File: src/frame_crc16_checker_defines.svh
// Assertion macros used by the checker's core module.
// Each macro expects clk and rst_n to be in scope.
`ifndef FRAME_CRC16_CHECKER_DEFINES_SVH
`define FRAME_CRC16_CHECKER_DEFINES_SVH

// Same-cycle implication, disabled while in reset
`define FCC_ASSERT_SAME(lbl, ante, cons, msg) \
  lbl: assert property (@(posedge clk) disable iff (!rst_n) (ante) |-> (cons)) else $error(msg);

// Next-cycle implication, disabled while in reset
`define FCC_ASSERT_NEXT(lbl, ante, cons, msg) \
  lbl: assert property (@(posedge clk) disable iff (!rst_n) (ante) |=> (cons)) else $error(msg);

`endif

File: src/fcc_pkg.sv
package fcc_pkg;

  // CRC-16, reflected form
  localparam logic [15:0] CRC_POLY       = 16'hA001;
  localparam logic [15:0] CRC_INIT       = 16'hFFFF;

  // Frame layout: address, opcode, length, data..., CRC low, CRC high
  localparam logic [7:0]  HDR_LEN        = 8'd3;
  localparam logic [7:0]  MAX_DATA_LEN   = 8'd250;
  localparam logic [7:0]  DATA_LEN_RESET = 8'd3;

  // One received byte as held in the input register
  typedef struct packed {
    logic       restart;
    logic [7:0] byte_in;
  } fcc_item_t;

  // One frame result
  typedef struct packed {
    logic        crc_ok;
    logic [15:0] computed_crc;
    logic [7:0]  opcode_out;
    logic [7:0]  target_addr;
  } fcc_result_t;

  // One byte through the CRC, LSB first
  function automatic logic [15:0] crc16_byte(input logic [15:0] acc, input logic [7:0] b);
    logic [15:0] c;
    c = acc ^ {8'h00, b};
    for (int k = 0; k < 8; k++) begin
      c = c[0] ? ((c >> 1) ^ CRC_POLY) : (c >> 1);
    end
    return c;
  endfunction

endpackage

File: src/fcc_core.sv
`include "frame_crc16_checker_defines.svh"

module fcc_core (
  input  logic                clk,
  input  logic                rst_n,
  input  logic                cfg_we,
  input  logic [7:0]          cfg_wdata,
  input  logic                item_valid,
  input  fcc_pkg::fcc_item_t  item,
  output logic                item_take,
  input  logic                res_free,
  output logic                res_load,
  output fcc_pkg::fcc_result_t res
);
  import fcc_pkg::*;

  logic [7:0]  data_len_r;
  logic [7:0]  pos_r,   pos_nxt;
  logic [15:0] crc_r,   crc_nxt;
  logic [7:0]  addr_r,  addr_nxt;
  logic [7:0]  op_r,    op_nxt;
  logic [7:0]  rlow_r,  rlow_nxt;

  logic [7:0]  len;
  logic [7:0]  crc_lo_pos;
  logic [7:0]  crc_hi_pos;
  logic [7:0]  pos;
  logic [15:0] crc_base;
  logic        emit;

  // Length register, clamped so a frame stays within 255 bytes
  always_ff @(posedge clk) begin
    if (!rst_n) begin
      data_len_r <= DATA_LEN_RESET;
    end else if (cfg_we) begin
      data_len_r <= cfg_wdata;
    end
  end

  assign len        = (data_len_r > MAX_DATA_LEN) ? MAX_DATA_LEN : data_len_r;
  assign crc_lo_pos = len + HDR_LEN;
  assign crc_hi_pos = len + HDR_LEN + 8'd1;

  // Effective position and CRC seed for this byte
  assign pos      = item.restart ? 8'd0 : pos_r;
  assign crc_base = (pos == 8'd0) ? CRC_INIT : crc_r;
  assign emit     = item_valid && (pos == crc_hi_pos);

  // Byte leaves the input register unless its result cannot be placed
  assign item_take = item_valid && (!emit || res_free);
  assign res_load  = emit && res_free;

  // Result fields
  assign res.target_addr  = addr_r;
  assign res.opcode_out   = op_r;
  assign res.computed_crc = crc_r;
  assign res.crc_ok       = (rlow_r == crc_r[7:0]) && (item.byte_in == crc_r[15:8]);

  // Frame walk
  always_comb begin
    pos_nxt  = pos_r;
    crc_nxt  = crc_r;
    addr_nxt = addr_r;
    op_nxt   = op_r;
    rlow_nxt = rlow_r;
    if (item_take) begin
      if (pos == 8'd0) begin
        addr_nxt = item.byte_in;
      end
      if (pos == 8'd1) begin
        op_nxt = item.byte_in;
      end
      if (pos < crc_lo_pos) begin
        crc_nxt = crc16_byte(crc_base, item.byte_in);
        pos_nxt = pos + 8'd1;
      end else if (pos == crc_lo_pos) begin
        rlow_nxt = item.byte_in;
        pos_nxt  = pos + 8'd1;
      end else if (pos == crc_hi_pos) begin
        pos_nxt = 8'd0;
        crc_nxt = CRC_INIT;
      end else begin
        // past the end after a length change: hold until restart
        pos_nxt = pos;
      end
    end
  end

  // Frame state
  always_ff @(posedge clk) begin
    if (!rst_n) begin
      pos_r  <= 8'd0;
      crc_r  <= CRC_INIT;
      addr_r <= 8'd0;
      op_r   <= 8'd0;
      rlow_r <= 8'd0;
    end else begin
      pos_r  <= pos_nxt;
      crc_r  <= crc_nxt;
      addr_r <= addr_nxt;
      op_r   <= op_nxt;
      rlow_r <= rlow_nxt;
    end
  end

  // Checks
  `FCC_ASSERT_NEXT(a_frame_end_rewinds, res_load, (pos_r == 8'd0) && (crc_r == CRC_INIT), "frame end did not rewind state")
  `FCC_ASSERT_NEXT(a_restart_takes_addr, item_take && item.restart, (pos_r == 8'd1) && (addr_r == $past(item.byte_in)), "restart byte not taken as address")
  `FCC_ASSERT_SAME(a_stall_only_on_result, item_valid && !item_take, emit && !res_free, "input held without a blocked result")

endmodule

File: config.mk
export PLATFORM = sky130hd
export DESIGN_NAME = fcc_core
export DESIGN_NICKNAME = d
export VERILOG_FILES = /design/src/fcc_pkg.sv /design/src/fcc_core.sv
export VERILOG_INCLUDE_DIRS = /design/src /design/src/src
export SDC_FILE = /design/constraint.sdc
export NUM_CORES = 1
export LEC_CHECK = 0
export BUFFER_PORTS_ARGS = -buffer_cell sky130_fd_sc_hd__buf_2
export CORE_MARGIN = 10
export CORE_UTILIZATION = 45
export CTS_BUF_LIST = sky130_fd_sc_hd__clkbuf_8
export DETAILED_ROUTE_END_ITERATION = 8
export PLACE_DENSITY = 0.72
export SYNTH_ARGS = -nofsm -noshare
export SYNTH_HDL_FRONTEND = slang
export SYNTH_SLANG_ARGS = --single-unit
File: constraint.sdc
create_clock -name clk -period 5 [get_ports clk]
set_clock_uncertainty 0.1 [all_clocks]
set_input_delay 0 -clock clk [delete_from_list [all_inputs] [get_ports clk]]
set_output_delay 0 -clock clk [all_outputs]
set_load 0.005 [all_outputs]
==> load_flow_metrics.sql, run 1 <==
INSERT INTO impl_metrics (metric_group, metric, value, unit) VALUES
('layout', 'n_antenna_cell', '0', ''),
('timing', 'fin_crit', '4360', 'ps'),
('route', 'viasPerCell', '5.65', ''),
('critical_path', 'critPathMaxFanout', '11', ''),
('synth', 'synthSimpleGateAreaFrac', '0.201', ''),
('timing', 'unrepaired_setup_endpoints_after_global_routing', 'no', ''),
('layout', 'layout.nets', '515', ''),
('route', 'routed-wl-met3', '784', 'um'),
('layout', 'final_design_area_no_fill', '0.00428', 'mm^2'),
('power_and_ir_drop', 'clkPwrFrac', '0.263', ''),
('route', 'drc', '0', ''),
('placement', 'place_area', '0.00395', 'mm^2'),
('clock_network', 'cts_resized', '0', ''),
('layout', 'layout.core_utilization', '0.548', ''),
('run_status', 'outcome', 'complete, no violations', ''),
('clock_network', 'tritoncts.num_buffers', '5', ''),
('synth', 'post_synth_xor_area_fraction', '0.152', ''),
('clock_network', 'cts_root_buffer', 'clkbuf_8', ''),
('grt', 'grt_max_degree', '49', ''),
('synth', 'synth_compound_gate_area_share', '0.152', ''),
('placement', 'count_of_placed_standard_cells_including_taps', '552', ''),
('power_and_ir_drop', 'p_sw_frac', '0.309', ''),
('power_and_ir_drop', 'internal_power', '0.000683', 'W'),
('die', 'fp.coreArea', '0.00781', 'mm^2'),
('synth', 'synthesis.area', '0.00364', 'mm^2'),
('timing', 'final.hold.worst_slack', '9.68', 'ps'),
('route', 'routed_wirelength', '9.75', 'mm'),
('layout', 'final_layout_size_suffix_gt1_frac', '0.158', ''),
('placement', 'globalplace.congestion', '0.899', ''),
('power_and_ir_drop', 'leakage_power_figure', '1.82', 'nW'),
('grt', 'first_global_vias', '3219', ''),
('worst_hold_path', 'hold_path_end', 'data_len_r[6]', ''),
('layout', 'layout_common_cells', 'dfxtp_1, buf_2, xnor2_1, nand2_1, mux2i_1', ''),
('critical_path', 'path_cells', 'nand4_1 -> nor2_1 -> a21oi_1 -> ha_1 -> nand4b_1 -> xnor2_1 -> inv_1 -> ha_1 -> nand2_1 -> o21ai_0 -> nor2_1 -> nand2_1 -> nor3_1 -> a2bb2oi_1', ''),
('die', 'core.rowCount', '32', ''),
('power_and_ir_drop', 'power.share.combinational', '0.229', ''),
('synth', 'netlist_instances', '418', ''),
('route', 'firstDrtPassIters', '4', ''),
('clock_network', 'cts.clk_slew.worst_paths', '100', 'ps'),
('die', 'die-height', '110', 'um'),
('route', 'met2_wirelength_from_detailed_routing', '4.57', 'mm'),
('die', 'design.die.area', '0.0121', 'mm^2'),
('timing', 'report.final.hold_viol_count', '0', ''),
('grt', 'grt_first_pass_wirelength', '16.2', 'mm'),
('synth', 'synth_flop_cell', 'dfxtp_1', ''),
('synth', 'synthArstFlopShare', '0', ''),
('critical_path', 'critical_path_max_stage_delay', '1000', 'ps'),
('clock_network', 'cts_tree', 'yes', ''),
('worst_hold_path', 'hold_class', 'in -> reg', ''),
('grt', 'grt_util_all_layers', '0.165', ''),
('synth', 'muxShareOfSynthArea', '0.102', ''),
('critical_path', 'end_kind', 'flop', ''),
('synth', 'post_synth_num_cell_types', '60', ''),
('layout', 'multi_input_area', '0.00237', 'mm^2'),
('layout', 'flow.area_growth_from_synthesis', '17.4', '%'),
('timing', 'timing.fmax', '230', 'MHz'),
('timing', 'slew_headroom', '0.164', ''),
('critical_path', 'setup.reg_to_reg.worst_slack', '640', 'ps'),
('critical_path', 'worst_r2r_path_depth', '14', ''),
('grt', 'grt.overflow.total', '0', ''),
('run', 'max_cap_viol_count', '0', ''),
('power_and_ir_drop', 'switchingPower', '0.000306', 'W'),
('critical_path', 'worst_ep_arrival_time', '4410', 'ps'),
('timing', 'final.setup.tns', '0', 'ps'),
('synth', 'synthAdderAreaFrac', '0.0447', ''),
('placement', 'buffer_ports.inserted', '56', ''),
('layout', 'n_fill_cell', '732', ''),
('worst_hold_path', 'worstHoldStart', 'cfg_we', ''),
('die', 'die_width', '110', 'um'),
('power_and_ir_drop', 'areal_power_density_over_the_cells', '231', 'mW/mm^2'),
('die', 'floorplan.initialDensity', '0.467', '');
[cells in the mapped netlist, types with 2 or more instances]
master,n,area (um^2)
nor4_1,5,31.3
buf_1,2,7.51
a31oi_1,2,12.5
inv_1,13,48.8
o21a_1,3,22.5
a211oi_1,5,37.5
o2111ai_1,2,17.5
a2bb2oi_1,11,96.3
dfxtp_1,56,1120
and2_1,2,12.5
nand2_1,46,173
nand3_2,2,20.0
and4_1,3,26.3
nor3_1,10,50.1
nand4_1,11,68.8
mux2i_1,37,370
xnor2_1,49,429
nand3_1,7,35.0
xor2_1,9,78.8
nor3b_1,2,15.0
o211ai_1,4,30.0
ha_1,13,163
nor2_1,34,128
a32o_1,3,30.0
nor2b_1,9,56.3
and3_1,2,12.5
o21ai_0,11,55.1
a21o_1,3,22.5
clkbuf_1,18,67.6
o211ai_2,2,25.0
a21oi_1,9,45.0
buf_2,3,15.0
or3_1,3,18.8
[through the flow]
stage	total power [W]	setup slack, ps
2_1_floorplan	0.000656	1400
3_3_place_gp	0.000717	933
3_5_place_dp	0.000719	769
4_1_cts	0.000993	694
5_1_grt	0.00104	103
6_report	0.000988	645
[cell type report]
cell class / instances / share of cell area
Multi-Input combinational cell: 324 / 0.555
Sequential cell: 56 / 0.262
Timing Repair Buffer: 79 / 0.119
Inverter: 14 / 0.0123
Clock inverter: 3 / 0.00556
Clock buffer: 5 / 0.0161
Tap cell: 102 / 0.0299
[worst register-to-register path, cell delays in order, from the launching register on]
cell	delay [ps]
dfxtp_1	520
nand4_1	240
nor2_1	160
a21oi_1	100
ha_1	340
nand4b_1	230
xnor2_1	330
inv_1	90
ha_1	300
nand2_1	60
o21ai_0	180
nor2_1	290
nand2_1	140
nor3_1	1000
a2bb2oi_1	120
[state kept, by name, indices dropped and copies added (netlist names)]
signal,count
pos_r,8
op_r,8
data_len_r,8
crc_r,16
rlow_r,8
addr_r,8
[cell families (layout without fill, tap and decap cells)]
kind of cell	Yosys count	after routing
AO/OA/AOI/OAI	70	70
XOR/XNOR	60	60
adder cells (fa/ha/maj)	13	13
buffers and inverters	38	101
flip-flops	56	56
multiplexers	37	37
AND/OR/NAND/NOR	144	144
[routing by layer]
metal  track usage  vias to the layer above
li1              -                     1609
met1         0.216                     1561
met2         0.268                      117
met3        0.0421                        7
met4        0.0353                        0
met5             0                        -
[worst max-delay path by stage]
| stage | start | endpoint | slack [ps] | cells after the start |
|---|---|---|---|---|
| 2_1_floorplan | data_len_r[3] | pos_r[3] | 1400 | 18 |
| 3_3_place_gp | data_len_r[4] | crc_r[11] | 930 | 14 |
| 3_5_place_dp | data_len_r[4] | crc_r[11] | 770 | 14 |
| 4_1_cts | data_len_r[4] | crc_r[7] | 690 | 14 |
| 5_1_grt | data_len_r[4] | crc_r[9] | 100 | 14 |
| 6_report | data_len_r[4] | crc_r[7] | 640 | 14 |
[power groups by stage]
stage,Sequential [W],Clock (W),Combinational [W]
6_report,0.000502,0.000260,0.000226
5_1_grt,0.000507,0.000281,0.000249
4_1_cts,0.000501,0.000266,0.000225
3_5_place_dp,0.000512,0,0.000208
3_3_place_gp,0.000511,0,0.000206
2_1_floorplan,0.000500,0,0.000157
[what timing repair did]
| action | CTS | global route |
|---|---|---|
| endpoints found under the setup margin | 0 | 0 |
| hold endpoints to repair | 33 | 0 |
| hold buffers | 23 | 0 |
(Power assumes the default switching activity.)
==> run 2: changes to the inputs <==
Settings changed: CORE_ASPECT_RATIO set to 0.5.
==> run 2 against run 1 <==
Effect of this change:
- combinational power about the same
- flip-flop and latch count unchanged
- via count decreased by 1.8%
- clock-buffer cell count unchanged
- maximum frequency increased by 6.1%
- register-to-register slack improved by 250 ps
- total power about the same
- die area increased by 1.8%
- critical path depth increased by 2
- final cell count increased by 1.7%
- cell area increased by 0.15%
==> load_flow_metrics.sql, run 2 (synthesized netlist as in run 1, its figures left out) <==
INSERT INTO impl_metrics (metric_group, metric, value, unit) VALUES
('run_status', 'outcome', 'complete, no violations', ''),
('power_and_ir_drop', 'areal_power_density_over_the_cells', '231', 'mW/mm^2'),
('layout', 'layout.nets', '515', ''),
('timing', 'final.setup.tns', '0', 'ps'),
('clock_network', 'number_of_buffers_on_the_longest_clock_path', '2', ''),
('clock_network', 'cts.clk_slew.worst_paths', '110', 'ps'),
('timing', 'final_max_slew_viol_count', '0', ''),
('layout', 'multi_input_area', '0.00237', 'mm^2'),
('clock_network', 'cts_root_buffer', 'clkbuf_8', ''),
('critical_path', 'critPathMaxFanout', '9', ''),
('critical_path', 'end_kind', 'flop', ''),
('timing', 'timing.final.ws_setup', '895', 'ps'),
('grt', 'first_global_vias', '3235', ''),
('grt', 'grt_util_all_layers', '0.154', ''),
('grt', 'grt_first_pass_wirelength', '16.0', 'mm'),
('die', 'die-height', '83.6', 'um'),
('route', 'routed-wl-met3', '396', 'um'),
('worst_hold_path', 'hold_path_end', 'data_len_r[3]', ''),
('critical_path', 'worst_ep_required_time', '5130', 'ps'),
('die', 'design.die.area', '0.0123', 'mm^2'),
('clock_network', 'tritoncts.num_buffers', '5', ''),
('die', 'io_pins', '57', ''),
('clock_network', 'cts_htree_levels', '2', ''),
('layout', 'largest_register_ffs', '16', ''),
('layout', 'n_fill_cell', '734', ''),
('layout', 'flow.area_growth_from_synthesis', '17.6', '%'),
('critical_path', 'timing.setup.critical_path_class', 'reg -> reg', ''),
('placement', 'globalplace.congestion', '0.905', ''),
('worst_hold_path', 'hold-path-cell-count', '3', ''),
('worst_hold_path', 'worstHoldStart', 'cfg_we', ''),
('timing', 'worst_slew_pin_slew', '1030', 'ps'),
('die', 'fp.coreArea', '0.00794', 'mm^2'),
('layout', 'largest-register', 'crc_r', ''),
('route', 'dr.max_layer_used', 'met4', ''),
('route', 'routed_wirelength', '9.60', 'mm'),
('route', 'detail_route.wl_per_cell', '16.2', 'um'),
('layout', 'register_area', '0.00112', 'mm^2'),
('layout', 'final_layout_size_suffix_gt1_frac', '0.158', ''),
('grt', 'grt_max_degree', '49', ''),
('grt', 'grt.overflow.total', '0', ''),
('route', 'viasPerCell', '5.46', ''),
('timing', 'unrepaired_setup_endpoints_after_global_routing', 'no', ''),
('route', 'total_vias_in_the_final_route', '3236', ''),
('timing', 'slew_headroom', '0.309', ''),
('die', 'floorplan.initialDensity', '0.459', ''),
('route', 'met2_wirelength_from_detailed_routing', '4.50', 'mm'),
('layout', 'n_antenna_cell', '0', ''),
('die', 'core.rowCount', '23', ''),
('route', 'wl_met1', '4.47', 'mm'),
('critical_path', 'worst_r2r_endpoint', 'pos_r[3]', ''),
('timing', 'report.final.hold_viol_count', '0', ''),
('timing', 'timing.final.crit_share', '0.821', ''),
('power_and_ir_drop', 'vdd_ir_drop_max', '0.000118', 'V'),
('placement', 'place_area', '0.00397', 'mm^2'),
('timing', 'final.hold.worst_slack', '6.50', 'ps'),
('timing', 'timing.fmax', '244', 'MHz'),
('clock_network', 'cts.sinks', '56', ''),
('die', 'die_width', '147', 'um'),
('placement', 'buffer_ports.inserted', '56', ''),
('critical_path', 'worst_r2r_path_depth', '16', ''),
('critical_path', 'start_kind', 'flop', ''),
('placement', 'dp.final_hpwl', '7.11', 'mm'),
('clock_network', 'post-cts-setup-buffers', '0', ''),
('placement', 'place_ws', '986', 'ps'),
('route', 'detail-route-antenna-nets', '0', ''),
('critical_path', 'worst_ep_arrival_time', '4240', 'ps'),
('critical_path', 'setup.reg_to_reg.worst_slack', '890', 'ps'),
('timing', 'final_setup_violating_endpoints', '0', ''),
('power_and_ir_drop', 'leakage_power_figure', '1.82', 'nW'),
('route', 'firstDrtPassIters', '4', ''),
('worst_hold_path', 'hold_class', 'in -> reg', ''),
('clock_network', 'clock_latency', '330', 'ps'),
('layout', 'final_design_area_no_fill', '0.00428', 'mm^2'),
('clock_network', 'cts_tree', 'yes', ''),
('route', 'detail_route.iter0.violations', '236', ''),
('route', 'drc', '0', ''),
('run', 'max_cap_viol_count', '0', ''),
('grt', 'initial_antenna_violation_count', '0', ''),
('layout', 'layout_common_cells', 'dfxtp_1, buf_2, xnor2_1, nand2_1, mux2i_1', ''),
('critical_path', 'regToRegStartpoint', 'data_len_r[4]', ''),
('timing', 'fin_crit', '4110', 'ps'),
('power_and_ir_drop', 'design_power_total', '0.000988', 'W');
run 2: cell count changes in the layout (fill, tap and decap cells not counted), sizes merged:
cell | previous run | this run
dlygate4sd3 | 23 | 22
clkinvlp | 2 | 1
inv | 13 | 14
buf | 56 | 57
run 2: layer usage:
layer  track usage  up-vias
met5             0        -
met4        0.0590        0
met3        0.0298       20
met2         0.257       74
met1         0.192     1536
li1              -     1606
run 2: per-stage QoR:
| stage | cells | util |
|---|---|---|
| after floorplan | 418 | - |
| after global routing | 593 | 0.539 |
| after global placement | 563 | 0.500 |
| final | 593 | 0.539 |
| after detailed placement | 563 | 0.500 |
| after CTS | 593 | 0.539 |
run 2: what timing repair did:
item / 4_1_cts / 5_1_grt
endpoints found under the hold margin: 34 / 0
resized for setup: 0 / 0
hold buffers: 22 / 0
run 2: worst max path at each step:
| stage | start | endpoint | cells past startpoint |
|---|---|---|---|
| after global placement | data_len_r[4] | pos_r[3] | 16 |
| after CTS | data_len_r[4] | pos_r[3] | 16 |
| after floorplan | data_len_r[3] | pos_r[3] | 18 |
| after detailed placement | data_len_r[4] | pos_r[3] | 16 |
| final | data_len_r[4] | pos_r[3] | 16 |
| after global routing | data_len_r[4] | pos_r[3] | 16 |
run 2: cell type report:
| type | instances | area share |
|---|---|---|
| Multi-Input combinational cell | 324 | 0.554 |
| Tap cell | 112 | 0.0327 |
| Clock inverter | 3 | 0.00468 |
| Inverter | 14 | 0.0123 |
| Clock buffer | 5 | 0.0161 |
| Timing Repair Buffer | 79 | 0.119 |
| Sequential cell | 56 | 0.262 |
run 2: power by group:
part	switching, W	total (W)	internal, W
Combinational	0.000112	0.000226	0.000114
Sequential	0.0000331	0.000502	0.000469
Clock	0.000162	0.000260	0.0000982
Total	0.000307	0.000988	0.000681
run 2: worst max-delay path, cell delays in order (launching register included):
cell and delay (ps):
dfxtp_1 510, nand4_1 240, nor2_1 190, a21oi_1 90
ha_1 330, nand4b_1 230, xnor2_1 370, inv_1 90
ha_1 300, nand2_1 50, o21ai_0 420, mux2i_1 180
a21o_1 250, inv_1 160, nor4_1 100, and3_1 200
a31o_2 200
